[config.mk]
export PLATFORM = sky130hd
export DESIGN_NAME = utf8_to_utf16_stream_top
export DESIGN_NICKNAME = d
export VERILOG_FILES = /design/src/rtl/u8u16_pkg.sv /design/src/rtl/utf8_to_utf16_stream_top.sv /design/src/rtl/u8u16_decode.sv /design/src/rtl/u8u16_out_buf.sv
export SDC_FILE = /design/constraint.sdc
export NUM_CORES = 1
export LEC_CHECK = 0
export ABC_AREA = 0
export BUFFER_PORTS_ARGS = -buffer_cell sky130_fd_sc_hd__buf_4
export CAP_MARGIN = 25
export CORE_MARGIN = 2
export CORE_UTILIZATION = 63
export DETAILED_ROUTE_END_ITERATION = 7
export PLACE_DENSITY = 0.9
export RECOVER_POWER = 25
export SETUP_SLACK_MARGIN = 0.4
export SYNTH_ARGS = -nofsm -noshare
export SYNTH_HDL_FRONTEND = slang
export SYNTH_HIERARCHICAL = 1
export SYNTH_SLANG_ARGS = --single-unit
[constraint.sdc]
create_clock -name clk -period 9.3 [get_ports clk]
set_input_delay 1.86 -clock clk [delete_from_list [all_inputs] [get_ports clk]]
set_output_delay 1.86 -clock clk [all_outputs]
set_load 0.05 [all_outputs]
[src/rtl/u8u16_pkg.sv]
// Shared types and constants for the UTF-8 to UTF-16 stream transcoder.
`default_nettype none
package u8u16_pkg;

  localparam int unsigned CodeW = 21;
  localparam int unsigned UnitW = 16;

  localparam logic [3:0] NibLead2a = 4'hC;
  localparam logic [3:0] NibLead2b = 4'hD;
  localparam logic [3:0] NibLead3  = 4'hE;
  localparam logic [3:0] NibLead4  = 4'hF;

  localparam logic [CodeW-1:0] BmpMax    = 21'h00FFFF;
  localparam logic [CodeW-1:0] SuppBase  = 21'h010000;
  localparam logic [UnitW-1:0] HighSurr  = 16'hD800;
  localparam logic [5:0]       LowSurrHi = 6'b110111;

  // Units produced by one byte, in output order.
  typedef struct packed {
    logic [1:0]       count;
    logic [UnitW-1:0] unit0;
    logic [UnitW-1:0] unit1;
  } dec_out_t;

endpackage
`default_nettype wire

[src/rtl/utf8_to_utf16_stream_top.sv]
// UTF-8 to UTF-16 stream transcoder, top level with the input register.
// A byte waits in the input register; its code units then go to the output buffer.
// Throughput: one byte per cycle while out_stall is low; after a byte that gives a
// surrogate pair, the next unit-giving byte waits until the high surrogate is taken.
// Reset (synchronous, active high) closes any open sequence and empties both stages.
`default_nettype none
module utf8_to_utf16_stream_top (
  input  wire logic                   clk,
  input  wire logic                   rst,
  input  wire logic                   in_valid,
  output logic                        in_stall,
  input  wire logic [7:0]             byte_in,
  input  wire logic                   final_byte,
  output logic                        out_valid,
  input  wire logic                   out_stall,
  output logic [u8u16_pkg::UnitW-1:0] code_unit,
  output logic                        run_end
);
  import u8u16_pkg::*;

  logic       hold_valid;
  logic [7:0] byte_q;
  logic       final_q;
  logic       load_ok;
  logic       advance;
  dec_out_t   dec;

  assign advance  = hold_valid && load_ok;
  assign in_stall = hold_valid && !load_ok;

  always_ff @(posedge clk) begin
    if (rst) begin
      hold_valid <= 1'b0;
    end else if (!in_stall) begin
      hold_valid <= in_valid;
    end
  end

  always_ff @(posedge clk) begin
    if (!in_stall && in_valid) begin
      byte_q  <= byte_in;
      final_q <= final_byte;
    end
  end

  u8u16_decode u_decode (
    .clk     (clk),
    .rst     (rst),
    .advance (advance),
    .byte_q  (byte_q),
    .final_q (final_q),
    .dec     (dec)
  );

  u8u16_out_buf u_out_buf (
    .clk       (clk),
    .rst       (rst),
    .load      (advance),
    .dec       (dec),
    .load_ok   (load_ok),
    .out_valid (out_valid),
    .out_stall (out_stall),
    .code_unit (code_unit),
    .run_end   (run_end)
  );

endmodule
`default_nettype wire

[src/rtl/u8u16_decode.sv]
// Sequence tracking and codepoint to code unit conversion for one byte.
`default_nettype none
module u8u16_decode (
  input  wire logic            clk,
  input  wire logic            rst,
  input  wire logic            advance,
  input  wire logic [7:0]      byte_q,
  input  wire logic            final_q,
  output u8u16_pkg::dec_out_t  dec
);
  import u8u16_pkg::*;

  logic [1:0]       pending;
  logic [1:0]       pending_next;
  logic [CodeW-1:0] partial;
  logic [CodeW-1:0] partial_next;
  logic             emit;
  logic [CodeW-1:0] cp;
  logic [CodeW-1:0] shifted;
  logic [CodeW-1:0] diff;
  logic [1:0]       left;

  assign shifted = {partial[CodeW-7:0], byte_q[5:0]};
  assign left    = pending - 2'd1;
  assign diff    = cp - SuppBase;

  always_comb begin
    pending_next = pending;
    partial_next = partial;
    emit         = 1'b0;
    cp           = '0;
    if (pending == 2'd0) begin
      unique case (byte_q[7:4]) inside
        NibLead2a, NibLead2b: begin
          pending_next = 2'd1;
          partial_next = {{(CodeW-5){1'b0}}, byte_q[4:0]};
        end
        NibLead3: begin
          pending_next = 2'd2;
          partial_next = {{(CodeW-4){1'b0}}, byte_q[3:0]};
        end
        NibLead4: begin
          pending_next = 2'd3;
          partial_next = {{(CodeW-3){1'b0}}, byte_q[2:0]};
        end
        default: begin
          // Plain ASCII and stray continuation bytes pass straight through.
          emit = 1'b1;
          cp   = {{(CodeW-8){1'b0}}, byte_q};
        end
      endcase
    end else begin
      pending_next = left;
      if (left == 2'd0) begin
        emit         = 1'b1;
        cp           = shifted;
        partial_next = '0;
      end else begin
        partial_next = shifted;
      end
    end
    // A sequence still open at the end of the string is thrown away.
    if (final_q && !emit) begin
      pending_next = 2'd0;
      partial_next = '0;
    end
  end

  always_comb begin
    dec = '0;
    if (emit) begin
      if (cp <= BmpMax) begin
        dec.count = 2'd1;
        dec.unit0 = cp[UnitW-1:0];
      end else begin
        dec.count = 2'd2;
        dec.unit0 = HighSurr + {5'd0, diff[CodeW-1:10]};
        dec.unit1 = {LowSurrHi, diff[9:0]};
      end
    end
  end

  always_ff @(posedge clk) begin
    if (rst) begin
      pending <= 2'd0;
      partial <= '0;
    end else if (advance) begin
      pending <= pending_next;
      partial <= partial_next;
    end
  end

endmodule
`default_nettype wire

[src/rtl/u8u16_out_buf.sv]
// Two-entry result buffer that hands code units out one word at a time.
`default_nettype none
module u8u16_out_buf (
  input  wire logic                       clk,
  input  wire logic                       rst,
  input  wire logic                       load,
  input  u8u16_pkg::dec_out_t             dec,
  output logic                            load_ok,
  output logic                            out_valid,
  input  wire logic                       out_stall,
  output logic [u8u16_pkg::UnitW-1:0]     code_unit,
  output logic                            run_end
);
  import u8u16_pkg::*;

  logic [1:0]       count;
  logic [1:0]       count_next;
  logic [UnitW-1:0] unit0;
  logic [UnitW-1:0] unit1;
  logic             end0;
  logic             pop;
  logic             write;

  assign out_valid = (count != 2'd0);
  assign code_unit = unit0;
  assign run_end   = end0;
  assign pop       = out_valid && !out_stall;
  // A byte with no units never waits; otherwise room must be free this cycle.
  assign load_ok   = (dec.count == 2'd0) || (count == 2'd0) ||
                     ((count == 2'd1) && pop);
  assign write     = load && (dec.count != 2'd0);

  always_comb begin
    count_next = count;
    if (write) begin
      count_next = dec.count;
    end else if (pop) begin
      count_next = count - 2'd1;
    end
  end

  always_ff @(posedge clk) begin
    if (rst) begin
      count <= 2'd0;
    end else begin
      count <= count_next;
    end
  end

  always_ff @(posedge clk) begin
    if (write) begin
      unit0 <= dec.unit0;
      unit1 <= dec.unit1;
      end0  <= (dec.count == 2'd1);
    end else if (pop) begin
      unit0 <= unit1;
      end0  <= 1'b1;
    end
  end

endmodule
`default_nettype wire

==> results.json, run 1 <==
{
  "max_cap_violations": 0,
  "numClockSinks": 62,
  "whs_path_depth": 2,
  "vias_per_cell": 6.037,
  "seqCellArea_mm2": 0.001662,
  "async_flop_share_pct": 0,
  "finalSetupTns_ns": 0,
  "dp.cells": 312,
  "drive_above_1_share_pct": 22.10,
  "vdd_drop_max_mv": 0.1867,
  "path_clk_slew_ns": 0.06,
  "p_clk_share_pct": 31.6,
  "setup_viol": 0,
  "wl_per_cell_um": 16.43,
  "switchingPower_mw": 0.1665,
  "vias": 1980,
  "power.internal_mw": 0.4409,
  "post_layout_nonfiller_instances": 328,
  "routabilityCongestion": 0.9175,
  "sequentialPowerShare_pct": 53.3,
  "syn_nets": 259,
  "grt_pass1_wl_um": 8983,
  "final-max-slew-violation-count": 0,
  "synth_edf_count": 42,
  "die_x_um": 72.07,
  "ys.flop_type": "edfxtp_1",
  "dp_hpwl_um": 3772,
  "final_cell_mix": "edfxtp_1 (42), nor2_1 (26), dfxtp_1 (20)",
  "post_cts_resized": 0,
  "slew_headroom_pct": 38.20,
  "path_class": "reg -> out",
  "grtUsageTotal_pct": 22.96,
  "cp.depth": 10,
  "cp_max_fo": 11,
  "synth-seq-cells": 62,
  "syn2layout_area_growth_pct": 10.50,
  "rsz0062_at_grt": "false",
  "grt_max_degree": 22,
  "drc": 0,
  "cp.required_ns": 7.44,
  "cp-start-kind": "flip-flop",
  "hp-class": "reg -> reg",
  "synth.distinct_cells": 54,
  "clk_latency_ns": 0.33,
  "port_buffers": 31,
  "status": "completed",
  "ant_nets": 0,
  "netSwitchingFraction_pct": 27.41,
  "p_leak_nw": 1.281,
  "crit_path_end_kind": "primary output",
  "antenna_found_initial": 0,
  "cpMaxStageDelayCell": "nor2_1",
  "drt_iter0_drc": 158,
  "initial_utilization_pct": 66.13,
  "fillCellCount": 337,
  "num_antenna_cells": 0,
  "critPathTopFamily": "compound AO/OA/AOI/OAI gates",
  "crit_buf_inv": 2,
  "skew_ns": 0.005571,
  "multiInputGateArea_mm2": 0.001124,
  "cp_cell_sequence": "inv_1 -> nor2_1 -> nand2_1 -> ha_1 -> nor4b_1 -> a31oi_1 -> a21oi_4 -> o221ai_1 -> nor2b_4 -> buf_4",
  "finalNetCount": 287,
  "core_mm2": 0.004414,
  "die_h_um": 72.07,
  "ff2ff_path_depth": 14,
  "overflow": 0,
  "grt_pass1_vias": 1863,
  "rows": 24,
  "final_hold_viol_count": 0,
  "postSynthCellCount": 243,
  "ys_warn_count": 6,
  "firstDrtPassIters": 4,
  "cts_tree": "built",
  "final_common_cell": "edfxtp_1",
  "hold_buffers": 0,
  "htree_levels": 3,
  "powerDensity_mw_per_mm2": 188.3,
  "cpPeakStageDelay_ns": 0.56,
  "cp.arrival_ns": 3.52,
  "synth.yosys.seq_area_share_pct": 56.92,
  "cts-root-buf": "clkbuf_8",
  "mappedNetlistArea_mm2": 0.002919,
  "post_cts_buffers": 0,
  "finalCriticalPeriod_ns": 5.377,
  "avgSynthCellArea_um2": 12.01,
  "max_freq_mhz": 186.0,
  "drt-total-wl_um": 5390,
  "cts.path.max_buffers": 2,
  "io_pins": 32,
  "cts_buffers": 9,
  "pwr-share-comb_pct": 15.0,
  "max_slew.worst_pin.slew_ns": 0.9269,
  "die_area_mm2": 0.005194,
  "finalCritPeriodShare_pct": 57.81
}
[synthesized netlist by cell type, types with 3 or more instances]
cell type / n / area share [%]
edfxtp_1: 42 / 43
nor2_1: 26 / 3.3
dfxtp_1: 20 / 14
and3_1: 19 / 4.1
a21oi_1: 17 / 2.9
mux2_2: 16 / 6.2
inv_1: 7 / 0.90
buf_4: 6 / 1.5
nand2_1: 6 / 0.77
a21o_1: 5 / 1.3
a22o_1: 5 / 1.5
clkbuf_1: 5 / 0.64
a22oi_1: 4 / 1.0
nor4_1: 4 / 0.86
o21ai_0: 4 / 0.69
ha_1: 3 / 1.3
nand4_1: 3 / 0.64
[power by group through the flow]
stage          Sequential [mW]  Combinational (mW)  Clock (mW)
2_1_floorplan            0.358              0.0427           0
3_3_place_gp             0.329              0.0969           0
3_5_place_dp             0.330              0.0986           0
4_1_cts                  0.324              0.0988       0.197
5_1_grt                  0.326              0.0981       0.207
6_report                 0.324              0.0914       0.192
[logic make-up after synthesis]
logic type / count (synthesis) / share of synthesized area (%)
AND/OR/NAND/NOR: 81 / 15.86
flip-flops: 62 / 56.92
XOR/XNOR: 3 / 0.9003
adder cells (fa/ha/maj): 3 / 1.286
AO/OA/AOI/OAI: 51 / 13.63
multiplexers: 18 / 6.858
other: 1 / 0.1285
buffers and inverters: 24 / 4.415
[state kept, by name, summed over array words and instances (netlist names), 2 cells and up]
name	count
u_out_buf/count	2
u_decode/partial	15
u_decode/pending	2
u_out_buf/unit1	16
byte_q	8
u_out_buf/code_unit	16
[worst min-delay path: stages, from the launching register on]
cell     delay (ns)
dfxtp_1        0.35
nand2_1        0.08
a21oi_1        0.05
[final cells by class]
| cell class | count | area share [%] |
|---|---|---|
| Sequential cell | 62 | 51.51 |
| Tap cell | 52 | 2.017 |
| Timing Repair Buffer | 33 | 5.586 |
| Inverter | 8 | 0.9310 |
| Multi-Input combinational cell | 157 | 34.83 |
| Clock buffer | 10 | 4.267 |
| Clock inverter | 6 | 0.8534 |
[stage by stage]
step	worst slack [ns]	utilization, %	power, mW	cell area [um2]	hold slack, ns
4_1_cts	3.957	74.72	0.6199	3298	0.5120
3_3_place_gp	4.432	70.98	0.4261	3133	0.5011
3_5_place_dp	4.320	70.98	0.4283	3133	0.5022
6_report	3.923	73.07	0.6075	3226	0.5223
2_1_floorplan	4.769	-	0.4004	2919	0.4591
5_1_grt	3.645	73.07	0.6308	3226	0.5572
[final timing paths]
path,startpoint,endpoint,slack (ns)
setup / recovery,u_decode/pending[0],in_stall,3.92
hold / removal,u_decode/partial[3],u_decode/partial[3],0.52
setup reg to reg,u_decode/pending[0],u_decode/partial[5],4.83
hold reg to reg,u_decode/partial[3],u_decode/partial[3],0.52
[metal layers]
layer	vias up	track usage, %	wire, um
met3	10	5.417	423
met5	-	0	0
met4	0	12.58	91
met1	922	32.78	2398
li1	959	-	-
met2	89	32.42	2475
(Power assumes the default switching activity.)
==> run 2, diff against run 1 <==
--- a/config.mk
+++ b/config.mk
@@ -5,13 +5,13 @@
 export SDC_FILE = /design/constraint.sdc
 export NUM_CORES = 1
 export LEC_CHECK = 0
-export ABC_AREA = 0
+export ABC_AREA = 1
 export BUFFER_PORTS_ARGS = -buffer_cell sky130_fd_sc_hd__buf_4
 export CAP_MARGIN = 25
 export CORE_MARGIN = 2
-export CORE_UTILIZATION = 63
+export CORE_UTILIZATION = 59
 export DETAILED_ROUTE_END_ITERATION = 7
-export PLACE_DENSITY = 0.9
+export PLACE_DENSITY = 0.85
 export RECOVER_POWER = 25
 export SETUP_SLACK_MARGIN = 0.4
 export SYNTH_ARGS = -nofsm -noshare
==> constraint.sdc (replaced) <==
create_clock -name clk -period 5.2 [get_ports clk]
set_input_delay 1.04 -clock clk [delete_from_list [all_inputs] [get_ports clk]]
set_output_delay 1.04 -clock clk [all_outputs]
set_load 0.05 [all_outputs]
==> run 2 against run 1 <==
Effect of this change:
- largest cell class unchanged
- critical path type unchanged
- critical endpoint unchanged
- highest routed layer unchanged
- cell count rose by 39%
- worst setup slack got worse by 3.1 ns
- synthesized cell count rose by 46%
- synthesized area rose by 4.6%
- critical path depth rose by 7
==> results.json, run 2 <==
{
  "synth.distinct_cells": 34,
  "drt_iter0_drc": 261,
  "critPathTopFamily": "simple AND/OR/NAND/NOR gates",
  "rr_startpoint": "u_decode/pending[1]",
  "synth-seq-cells": 62,
  "grt_pass1_wl_um": 10300,
  "cpMaxStageDelayCell": "dfxtp_1",
  "status": "completed",
  "wl_per_cell_um": 13.20,
  "cts-root-buf": "clkbuf_8",
  "p_leak_nw": 1.510,
  "cts_tree": "built",
  "async_flop_share_pct": 0,
  "powerDensity_mw_per_mm2": 346.1,
  "hold_buffers": 0,
  "vdd_drop_max_mv": 0.2244,
  "drive_above_1_share_pct": 11.69,
  "ff2ff_path_depth": 17,
  "rows": 26,
  "final_hold_viol_count": 0,
  "max_freq_mhz": 229.8,
  "ant_nets": 0,
  "synth_top_area_share_pct": 41.29,
  "path_clk_slew_ns": 0.06,
  "busiest_layer": "met2",
  "drt-total-wl_um": 6006,
  "max_slew.worst_pin.slew_ns": 0.8683,
  "finalCritPeriodShare_pct": 83.70,
  "final-max-slew-violation-count": 0,
  "vias_per_cell": 5.334,
  "met3_usage_pct": 6.429,
  "grt_pass1_vias": 2291,
  "initial_utilization_pct": 60.57,
  "use_met1_pct": 28.92,
  "clk_latency_ns": 0.34,
  "overflow": 0,
  "cp.arrival_ns": 3.31,
  "crit_buf_inv": 6,
  "crit_path_end_kind": "primary output",
  "worst_slack_ns": 0.8478,
  "port_buffers": 31,
  "cp-start-kind": "flip-flop",
  "cp_max_fo": 32,
  "setup_viol": 0,
  "finalInstanceArea_mm2": 0.003366,
  "synth.yosys.seq_area_share_pct": 54.40,
  "max_cap_violations": 0,
  "die_h_um": 75.95,
  "postSynthCellCount": 354,
  "finalNetCount": 396,
  "finalCriticalPeriod_ns": 4.352,
  "synth_edf_count": 42,
  "syn_nets": 370,
  "io_pins": 32,
  "yosysMostFrequentCell": "nand2_1",
  "power_mw": 1.165,
  "dp_slack_ns": 1.180,
  "dp_hpwl_um": 4325,
  "grt_util_met2_pct": 35.71,
  "slew_headroom_pct": 42.10,
  "synthTopCellsByArea": "edfxtp_1 (41%), nand2_1 (15%), dfxtp_1 (13%), nand3_1 (5.2%), inv_1 (4.8%)",
  "post_cts_buffers": 0,
  "whs_endpoint": "u_decode/partial[11]",
  "final_cell_mix": "nand2_1 (118), edfxtp_1 (42), inv_1 (39)",
  "min_from": "u_decode/partial[11]",
  "worstReg2RegEnd": "u_out_buf/code_unit[2]",
  "placed_area_mm2": 0.003254,
  "cpPeakStageDelay_ns": 0.49,
  "num_antenna_cells": 0,
  "ys_warn_count": 6,
  "grtUsageTotal_pct": 22.25,
  "post_cts_resized": 0,
  "path_class": "reg -> out",
  "r2r_slack_ns": 1.00,
  "die_area_mm2": 0.005768,
  "synth_common_cells": "nand2_1 (118), edfxtp_1 (42), inv_1 (39)",
  "cts.path.max_buffers": 2,
  "rsz0062_at_grt": "false",
  "vias": 2427,
  "skew_ns": 0.004976,
  "syn2layout_area_growth_pct": 10.20,
  "cts_buffers": 9,
  "cp.required_ns": 4.16,
  "cp_cell_sequence": "inv_4 -> nand2_8 -> inv_4 -> nand2_1 -> ha_1 -> nand3b_4 -> nor2_1 -> nand3_1 -> nand2_4 -> inv_1 -> nor2_1 -> or2_2 -> nand3_1 -> inv_1 -> nand2_2 -> inv_2 -> buf_4",
  "antenna_found_initial": 0,
  "firstDrtPassIters": 5,
  "numClockSinks": 62,
  "whs_path_depth": 2,
  "finalSetupTns_ns": 0,
  "final_common_cell": "nand2_1",
  "avgSynthCellArea_um2": 8.628,
  "core_mm2": 0.005042,
  "htree_levels": 3,
  "grt_max_degree": 33,
  "ys.flop_type": "edfxtp_1",
  "hp-class": "reg -> reg",
  "mappedNetlistArea_mm2": 0.003054,
  "die_x_um": 75.95,
  "drc": 0,
  "post-synth-top-area-cell": "edfxtp_1",
  "routabilityCongestion": 0.9233
}
## run 2: through the flow
step	cells	utilization (%)	hold slack, ns
CTS	455	68.11	0.4736
global placement	439	64.54	0.4674
global route	455	66.75	0.5050
floorplan	354	-	0.4371
detailed placement	439	64.54	0.4634
finish	455	66.75	0.4714
## run 2: cell families after synthesis
group / count (synthesis) / synth area share, %
AND/OR/NAND/NOR: 192 / 27.69
AO/OA/AOI/OAI: 34 / 6.309
buffers and inverters: 59 / 9.381
other: 1 / 0.1228
flip-flops: 62 / 54.40
XOR/XNOR: 3 / 0.8605
adder cells (fa/ha/maj): 3 / 1.229
## run 2: tightest hold or removal path: stages (launching register included)
cell and delay (ns):
dfxtp_1 0.31, nand2_1 0.06, a21oi_1 0.05
## run 2: worst max path at each step
| stage | from | end | slack [ns] | cells past startpoint |
|---|---|---|---|---|
| after floorplan | u_decode/pending[1] | in_stall | 1.93 | 16 |
| after global placement | u_decode/pending[1] | u_out_buf/code_unit[4] | 1.40 | 17 |
| after detailed placement | u_decode/pending[1] | u_out_buf/code_unit[4] | 1.18 | 17 |
| after CTS | u_decode/pending[1] | in_stall | 0.98 | 17 |
| after global routing | u_decode/pending[1] | in_stall | 0.53 | 17 |
| final | u_decode/pending[1] | in_stall | 0.85 | 17 |
## run 2: final cells by class
type                    instances  area (um2)
clock buffers                  10       127.6
clock inverters                 6       52.55
fillers                       429        1677
inverters                      43       166.4
multi-input cells             233        1101
flip-flops and latches         62        1662
well taps                      70       87.58
repair buffers                 31       168.9
## run 2: per-layer routing
| metal | wire, um | up-vias |
|---|---|---|
| met5 | 0 | - |
| met4 | 114 | 0 |
| met3 | 418 | 16 |
| met2 | 2898 | 93 |
| met1 | 2574 | 1124 |
| li1 | - | 1194 |
## run 2: power by group
group / switching (mW) / internal (mW)
combinational: 0.148 / 0.0409
clock: 0.176 / 0.215
sequential: 0.0152 / 0.570
